--- config.mk ---
export PLATFORM = sky130hd
export DESIGN_NAME = utf16_to_utf8_encoder
export DESIGN_NICKNAME = d
export VERILOG_FILES = /design/src/hw/rtl/u2u8_pkg.sv /design/src/hw/rtl/u2u8_front.sv /design/src/hw/rtl/u2u8_queue.sv /design/src/hw/rtl/u2u8_back.sv /design/src/hw/rtl/utf16_to_utf8_encoder.sv
export VERILOG_INCLUDE_DIRS = /design/src /design/src/hw/rtl
export SDC_FILE = /design/constraint.sdc
export NUM_CORES = 1
export LEC_CHECK = 0
export BUFFER_PORTS_ARGS = -buffer_cell sky130_fd_sc_hd__buf_2
export CORE_ASPECT_RATIO = 2
export CORE_MARGIN = 2
export CORE_UTILIZATION = 35
export CTS_CLUSTER_SIZE = 28
export DETAILED_ROUTE_END_ITERATION = 8
export HOLD_SLACK_MARGIN = 0.15
export MAX_ROUTING_LAYER = met4
export PLACE_DENSITY = 0.49
export REMOVE_ABC_BUFFERS = 1
export SYNTH_ARGS = -nofsm -noshare
export SYNTH_HDL_FRONTEND = slang
export SYNTH_SLANG_ARGS = --single-unit
export TNS_END_PERCENT = 20
--- constraint.sdc ---
create_clock -name clk -period 3 [get_ports clk]
set_clock_uncertainty 0.2 [all_clocks]
set_input_delay 0.45 -clock clk [delete_from_list [all_inputs] [get_ports clk]]
set_output_delay 0.45 -clock clk [all_outputs]
set_load 0.02 [all_outputs]
--- src/hw/rtl/utf16_to_utf8_encoder_assert.svh ---
// ---------------------------------------------------------------------------
// UTF-16 to UTF-8 encoder assertion macros
// Concurrent checks on clk, disabled while arst_n is low.
// ---------------------------------------------------------------------------
`ifndef UTF16_TO_UTF8_ENCODER_ASSERT_SVH
`define UTF16_TO_UTF8_ENCODER_ASSERT_SVH

// condition implies consequence in the same cycle
`define U2U8_CHECK_IMP(lbl, ante, cons, msg) \
	lbl: assert property (@(posedge clk) disable iff (!arst_n) (ante) |-> (cons)) \
		else $error(msg);

// condition implies consequence in the next cycle
`define U2U8_CHECK_NEXT(lbl, ante, cons, msg) \
	lbl: assert property (@(posedge clk) disable iff (!arst_n) (ante) |=> (cons)) \
		else $error(msg);

`endif

--- src/hw/rtl/u2u8_pkg.sv ---
// ---------------------------------------------------------------------------
// UTF-16 to UTF-8 encoder package
// Beat types, job queue entry, queue sizing and encoding constants.
// ---------------------------------------------------------------------------
package u2u8_pkg;

	localparam int QDEPTH  = 4;
	localparam int QPTR_W  = $clog2(QDEPTH);
	localparam int QCNT_W  = $clog2(QDEPTH + 1);

	localparam logic [15:0] SURR_MASK = 16'hF800;
	localparam logic [15:0] SURR_BASE = 16'hD800;
	localparam logic [15:0] LOW_MASK  = 16'hFC00;
	localparam logic [15:0] LOW_BASE  = 16'hDC00;
	localparam logic [15:0] MAX_1B    = 16'h007F;
	localparam logic [15:0] MAX_2B    = 16'h07FF;

	localparam logic [7:0] LEAD2     = 8'hC0;
	localparam logic [7:0] LEAD3     = 8'hE0;
	localparam logic [7:0] LEAD4     = 8'hF0;
	localparam logic [7:0] CONT      = 8'h80;
	localparam logic [7:0] CONT_MASK = 8'h3F;

	typedef struct packed {
		logic [15:0] code_unit;
		logic        last_unit;
	} cu_t;

	typedef struct packed {
		logic [7:0] utf8_byte;
		logic       unit_done;
		logic       string_done;
		logic       error;
	} u8_t;

	typedef struct packed {
		logic [3:0][7:0] bytes;
		logic [1:0]      last_idx;
		logic            last;
		logic            err;
	} job_t;

	typedef struct packed {
		logic empty;
		logic full;
	} qstat_t;

endpackage

--- src/hw/rtl/u2u8_front.sv ---
// ---------------------------------------------------------------------------
// UTF-16 to UTF-8 encoder front end
// Accepts code units, tracks surrogate and discard state, builds byte jobs.
// ---------------------------------------------------------------------------
module u2u8_front import u2u8_pkg::*; (
	input  logic   clk,
	input  logic   arst_n,
	input  logic   cu_valid,
	output logic   cu_stall,
	input  cu_t    cu_data,
	input  qstat_t qstat,
	output logic   push,
	output job_t   push_job
);

	logic [9:0]  held_high_bits_q, held_high_bits_n;
	logic        high_pending_q, high_pending_n;
	logic        discarding_q, discarding_n;
	logic        accept, emit, surr, is_low, last;
	logic [15:0] cu;
	logic [4:0]  plane;
	logic [20:0] val;

	assign cu_stall = qstat.full;
	assign accept   = cu_valid && !qstat.full;
	assign cu       = cu_data.code_unit;
	assign last     = cu_data.last_unit;
	assign surr     = (cu & SURR_MASK) == SURR_BASE;
	assign is_low   = (cu & LOW_MASK) == LOW_BASE;
	assign plane    = {1'b0, held_high_bits_q[9:6]} + 5'd1;
	assign val      = {plane, held_high_bits_q[5:0], cu[9:0]};

	always_comb begin
		emit             = 1'b0;
		push_job         = '0;
		held_high_bits_n = held_high_bits_q;
		high_pending_n   = high_pending_q;
		discarding_n     = discarding_q;
		push_job.last    = last;
		if (discarding_q) begin
			if (last) begin
				emit         = 1'b1;
				push_job.err = 1'b1;
				discarding_n = 1'b0;
			end
		end else if (high_pending_q) begin
			emit             = 1'b1;
			high_pending_n   = 1'b0;
			held_high_bits_n = '0;
			if (!is_low) begin
				push_job.err = 1'b1;
				discarding_n = !last;
			end else begin
				push_job.bytes[0] = LEAD4 | {5'b0, val[20:18]};
				push_job.bytes[1] = CONT | ({2'b0, val[17:12]} & CONT_MASK);
				push_job.bytes[2] = CONT | ({2'b0, val[11:6]} & CONT_MASK);
				push_job.bytes[3] = CONT | ({2'b0, val[5:0]} & CONT_MASK);
				push_job.last_idx = 2'd3;
			end
		end else if (surr) begin
			if (is_low || last) begin
				emit         = 1'b1;
				push_job.err = 1'b1;
				discarding_n = !last;
			end else begin
				held_high_bits_n = cu[9:0];
				high_pending_n   = 1'b1;
			end
		end else if (cu <= MAX_1B) begin
			emit              = 1'b1;
			push_job.bytes[0] = cu[7:0];
		end else if (cu <= MAX_2B) begin
			emit              = 1'b1;
			push_job.bytes[0] = LEAD2 | {3'b0, cu[10:6]};
			push_job.bytes[1] = CONT | ({2'b0, cu[5:0]} & CONT_MASK);
			push_job.last_idx = 2'd1;
		end else begin
			emit              = 1'b1;
			push_job.bytes[0] = LEAD3 | {4'b0, cu[15:12]};
			push_job.bytes[1] = CONT | ({2'b0, cu[11:6]} & CONT_MASK);
			push_job.bytes[2] = CONT | ({2'b0, cu[5:0]} & CONT_MASK);
			push_job.last_idx = 2'd2;
		end
	end

	assign push = accept && emit;

	always_ff @(posedge clk or negedge arst_n) begin
		if (!arst_n) begin
			held_high_bits_q <= '0;
			high_pending_q   <= 1'b0;
			discarding_q     <= 1'b0;
		end else if (accept) begin
			held_high_bits_q <= held_high_bits_n;
			high_pending_q   <= high_pending_n;
			discarding_q     <= discarding_n;
		end
	end

endmodule

--- src/hw/rtl/u2u8_queue.sv ---
// ---------------------------------------------------------------------------
// UTF-16 to UTF-8 encoder job queue
// Short register queue of byte jobs between front end and back end.
// ---------------------------------------------------------------------------
module u2u8_queue import u2u8_pkg::*; (
	input  logic   clk,
	input  logic   arst_n,
	input  logic   push,
	input  job_t   push_job,
	input  logic   pop,
	output job_t   head,
	output qstat_t qstat
);

	job_t              mem_q [QDEPTH];
	logic [QPTR_W-1:0] wr_ptr_q, rd_ptr_q;
	logic [QCNT_W-1:0] cnt_q;

	assign head        = mem_q[rd_ptr_q];
	assign qstat.empty = cnt_q == '0;
	assign qstat.full  = cnt_q == QCNT_W'(QDEPTH);

	always_ff @(posedge clk) begin
		if (push) begin
			mem_q[wr_ptr_q] <= push_job;
		end
	end

	always_ff @(posedge clk or negedge arst_n) begin
		if (!arst_n) begin
			wr_ptr_q <= '0;
			rd_ptr_q <= '0;
			cnt_q    <= '0;
		end else begin
			if (push) begin
				wr_ptr_q <= wr_ptr_q + QPTR_W'(1);
			end
			if (pop) begin
				rd_ptr_q <= rd_ptr_q + QPTR_W'(1);
			end
			if (push && !pop) begin
				cnt_q <= cnt_q + QCNT_W'(1);
			end else if (pop && !push) begin
				cnt_q <= cnt_q - QCNT_W'(1);
			end
		end
	end

endmodule

--- src/hw/rtl/u2u8_back.sv ---
// ---------------------------------------------------------------------------
// UTF-16 to UTF-8 encoder back end
// Walks the head job byte by byte into a registered output beat.
// ---------------------------------------------------------------------------
module u2u8_back import u2u8_pkg::*; (
	input  logic   clk,
	input  logic   arst_n,
	input  job_t   head,
	input  qstat_t qstat,
	output logic   pop,
	output logic   u8_valid,
	input  logic   u8_stall,
	output u8_t    u8_data
);

	logic [1:0] idx_q;
	logic       valid_q;
	u8_t        out_q;
	logic       load, fin;

	assign load     = (!valid_q || !u8_stall) && !qstat.empty;
	assign fin      = idx_q == head.last_idx;
	assign pop      = load && fin;
	assign u8_valid = valid_q;
	assign u8_data  = out_q;

	always_ff @(posedge clk) begin
		if (load) begin
			out_q.utf8_byte   <= head.bytes[idx_q];
			out_q.unit_done   <= fin;
			out_q.string_done <= fin && head.last;
			out_q.error       <= head.err;
		end
	end

	always_ff @(posedge clk or negedge arst_n) begin
		if (!arst_n) begin
			idx_q   <= '0;
			valid_q <= 1'b0;
		end else begin
			if (load) begin
				valid_q <= 1'b1;
				idx_q   <= fin ? 2'd0 : idx_q + 2'd1;
			end else if (!u8_stall) begin
				valid_q <= 1'b0;
			end
		end
	end

endmodule

--- src/hw/rtl/utf16_to_utf8_encoder.sv ---
// ---------------------------------------------------------------------------
// UTF-16 to UTF-8 encoder
// Converts a stream of UTF-16 code units into UTF-8 bytes with surrogate
// pairing and error reporting for invalid surrogate sequences.
// ---------------------------------------------------------------------------
// A new code unit is taken every cycle while the four-entry job queue has
// room. Each unit produces 0 to 4 output beats: a held high surrogate and
// units skipped after an error produce none (the string's last unit then
// gives an error beat), and an error produces one beat with a zero byte.
// The output port moves one byte per cycle while u8_stall is low, so a unit
// that encodes to n bytes takes n output beats. The first byte of a unit is
// written into the job queue by the accepting edge, then loaded from the
// queue head into the output register once that register is free.
// ---------------------------------------------------------------------------
module utf16_to_utf8_encoder import u2u8_pkg::*; (
	input  logic clk,
	input  logic arst_n,
	input  logic cu_valid,
	output logic cu_stall,
	input  cu_t  cu_data,
	output logic u8_valid,
	input  logic u8_stall,
	output u8_t  u8_data
);

	`include "utf16_to_utf8_encoder_assert.svh"

	qstat_t qstat;
	logic   push, pop;
	job_t   push_job, head;

	u2u8_front u_front (
		.clk      (clk),
		.arst_n   (arst_n),
		.cu_valid (cu_valid),
		.cu_stall (cu_stall),
		.cu_data  (cu_data),
		.qstat    (qstat),
		.push     (push),
		.push_job (push_job)
	);

	u2u8_queue u_queue (
		.clk      (clk),
		.arst_n   (arst_n),
		.push     (push),
		.push_job (push_job),
		.pop      (pop),
		.head     (head),
		.qstat    (qstat)
	);

	u2u8_back u_back (
		.clk      (clk),
		.arst_n   (arst_n),
		.head     (head),
		.qstat    (qstat),
		.pop      (pop),
		.u8_valid (u8_valid),
		.u8_stall (u8_stall),
		.u8_data  (u8_data)
	);

	`U2U8_CHECK_IMP(a_sdone_udone, u8_valid && u8_data.string_done, u8_data.unit_done, "string end not on unit end")
	`U2U8_CHECK_IMP(a_err_beat, u8_valid && u8_data.error, u8_data.unit_done && (u8_data.utf8_byte == 8'h00), "malformed error beat")
	`U2U8_CHECK_NEXT(a_pop_frees, pop && !push, !qstat.full, "queue full after pop")

endmodule
==> metrics.md <==
| Metric | Value |
|---|---|
| Run status | finished clean |
| CP max FO | 6 |
| Met1 Resource Use GR | 0.187 |
| Relative slew slack | 0.578 |
| Total clock sinks | 161 |
| RSZ-0062 raised after global routing | no |
| Overall via count from detail_route | 3,513 |
| Clk Tree Root Cell | clkbuf_16 |
| Origin of the worst setup path | u_queue.rd_ptr_q[0] |
| GR Util met3 | 0.0288 |
| Max Cap Violations | 0 |
| Length of the first detailed-routing pass in iterations | 4 |
| Kind of end point of the critical path | register |
| Final slew viol count | 0 |
| Commonest non-fill, non-tap cell in the layout | edfxtp_1 |
| Endpoints failing hold | 0 |
| Clock buffer count from CTS | 17 |
| Number of synthesized flops with an enable pin | 139 |
| Most used flip-flop cell after synthesis | edfxtp_1 |
| Endpoint of the lowest-slack register-to-register path | u_queue.cnt_q[1] |
| Clock network latency to the later pin of the worst-skew pair | 0.42 ns |
| Number of cells on the worst reg-to-reg path | 7 |
| Total setup violations reported at the end of the flow | 0 |
| Setup TNS | 0 ns |
| Effective utilization at floorplan | 0.354 |
| Leakage power total | 2.76 nW |
| First-pass GRT wire length | 22,900 um |
| Die Span Y | 201 um |
| Die span in x | 103 um |
| Layout Area Growth over Synthesis | 18.4% |
| Slew of the pin with the lowest slew margin | 0.631 ns |
| Antenna cells | 0 |
| Total power density per cell area | 963 mW/mm^2 |
| Classification of the worst-slack hold path | register to register |
| Layout Cell Area excl Fill | 0.00805 mm^2 |
| Source of the worst register-to-register timing path | u_queue.rd_ptr_q[0] |
| Register bit total from synthesis | 161 |
| CP required | 3.10 ns |
| Number of nets in the final layout | 450 |
| Worst setup endpoint | u_queue.cnt_q[1] |
| Async set-or-reset flop fraction in the synthesized netlist | 0.137 |
| Final WL | 14,700 um |
| Number of nets with antenna violations after detailed routing | 0 |
| Post-synthesis instance total | 366 |
| Share of cells above drive strength 1 | 0.333 |
| H-tree Lvls | 4 |
| Maximum clock path buffer count | 2 |
| Top cell type's share of synthesized area | 0.614 |
| Post-route fraction of the period consumed by the critical path | 0.925 |
| Met2 Usage GRT | 0.269 |
| Routed wire length per instance | 21.1 um |
| Setup Crit Path Kind | register to register |
| Worst vdd rail ir drop | 0.644 mV |
| Standard-cell row count | 72 |
| Avg Inst Size Synth | 18.6 um^2 |
| GR Util All Layers | 0.158 |
| Cell area after placement | 0.00739 mm^2 |
| Antenna violations before repair | 0 |
| Summed instance area of the synthesized netlist | 0.00680 mm^2 |
| Setup slack of the worst register-to-register path | 0.23 ns |
| Final period demand of the worst path | 2.77 ns |
| Startpoint kind of the worst setup timing path | register |
| Count of buffers added by post-CTS timing repair for setup | 0 |
| Clock-pin slew reported for the worst setup and hold paths after clock tree synthesis | 0.07 ns |
| Die area | 0.0206 mm^2 |
| Cell taking the most area after synthesis | edfxtp_1 |
| Top cells by area in the synthesized netlist | edfxtp_1, mux4_2, dfrtp_1, mux2_2, and2_1 |
| Drt first-iter violations | 227 |
| Most Crowded Layer GR | met2 |
| Fmax achieved | 361 MHz |
| Synth cell types | 50 |
| Aggregate global routing overflow | 0 |
| Arrival time reported for the critical path endpoint | 2.87 ns |
| DRC violations left | 0 |
| Post-detailed-placement half-perimeter wirelength | 9420 um |
| Area of the core | 0.0192 mm^2 |
| Highest-count cells in the layout ignoring fill and taps | edfxtp_1, mux4_2, buf_2 |
| Routability congestion estimate | 0.793 |
| Fill cell total of the finished layout | 1,709 |
| Ports placed on the boundary | 34 |
| Count of synthesis-stage warnings from yosys | 0 |
| Port-buffer cells | 33 |
| Largest net degree at the start of global routing | 33 |
| Via count of the first global-routing pass | 3,863 |
| Per-cell via count in the routed design | 5.06 |
| Sequential cell area fraction in the yosys report | 0.695 |
| Pre-CTS WS | 0.163 ns |
| Worst-case setup margin in the final layout | 0.226 ns |
| TritonCTS clock tree | built |
==> logic make-up after synthesis <==
kind of cell    synth area share
flops                      0.695
simple gates              0.0550
compound gates            0.0554
mux                        0.151
buf+inv                   0.0175
xor+xnor                  0.0129
fa+ha+maj                 0.0140
==> layout make-up <==
class	instances	area (um^2)	share of cell area
inverter	9	33.8	0.00419
tap	259	324	0.0402
clock buffer	17	425	0.0528
clock inverter	15	203	0.0252
timing repair buffer	53	373	0.0463
sequential	161	4730	0.587
multi-input combinational	180	1970	0.245
==> worst min path at each step <==
stage / from / end / cells after the start
2_1_floorplan: arst_n / u_back.idx_q[0] / 0
3_5_place_dp: u_queue.cnt_q[2] / u_queue.cnt_q[2] / 1
3_3_place_gp: u_queue.cnt_q[2] / u_queue.cnt_q[2] / 1
6_report: u_queue.cnt_q[2] / u_queue.cnt_q[2] / 1
5_1_grt: cu_data[4] / u_queue.mem_q[0][31] / 2
4_1_cts: cu_data[4] / u_front.held_high_bits_q[3] / 3
==> critical path, stage by stage, from the launching register on <==
cell and delay [ns]:
dfrtp_2 0.46, mux4_2 0.55, xnor2_1 0.27, nand3_1 0.18, ha_1 0.25, inv_1 0.07
fa_1 0.40, mux2_2 0.27
==> routing by layer <==
layer	part of all wire	vias up
met2	0.56	64
met3	0.028	12
met5	0	-
met1	0.40	1850
met4	0.015	0
li1	-	1587
==> synth_stat cells (5+ instances only) <==
library cell	instances
a22o_1	6
nor2_1	5
clkbuf_1	8
a22oi_1	5
and2_1	12
ha_1	6
o21ai_0	5
dfrtp_1	22
a21oi_1	13
mux4_2	39
xnor2_1	7
mux2_2	13
edfxtp_1	139
inv_1	7
nor2b_1	10
o2bb2ai_1	5
nand2_1	5
==> through the flow <==
stage	util	total power, W	hold WS, ns	std cells
floorplan	-	0.00482	-0.0456	350
global placement	0.385	0.00551	0.271	659
detailed placement	0.385	0.00557	0.280	659
CTS	0.419	0.00788	0.282	694
global route	0.420	0.00816	0.304	694
finish	0.420	0.00776	0.294	694
==> sequential cells by signal (all words and copies together), names as in the netlist <==
name                      flops
u_back.idx_q                  2
u_back.u8_valid               1
u_back.u8_data               11
u_queue.mem_q               128
u_queue.wr_ptr_q              2
u_front.discarding_q          1
u_front.held_high_bits_q     10
u_queue.rd_ptr_q              2
u_queue.cnt_q                 3
u_front.high_pending_q        1
==> power by group <==
group	total, W	switching (W)	internal (W)
Combinational	0.00217	0.00114	0.00102
Sequential	0.00329	0.000200	0.00309
Clock	0.00230	0.000894	0.00140
Total	0.00776	0.00224	0.00552
==> what timing repair did <==
item | 4_1_cts | 5_1_grt
gates resized for setup | 0 | 1
hold buffers | 3 | 0
hold endpoints to repair | 27 | 0
setup endpoints to repair | 0 | 1
(Power assumes the default switching activity.)
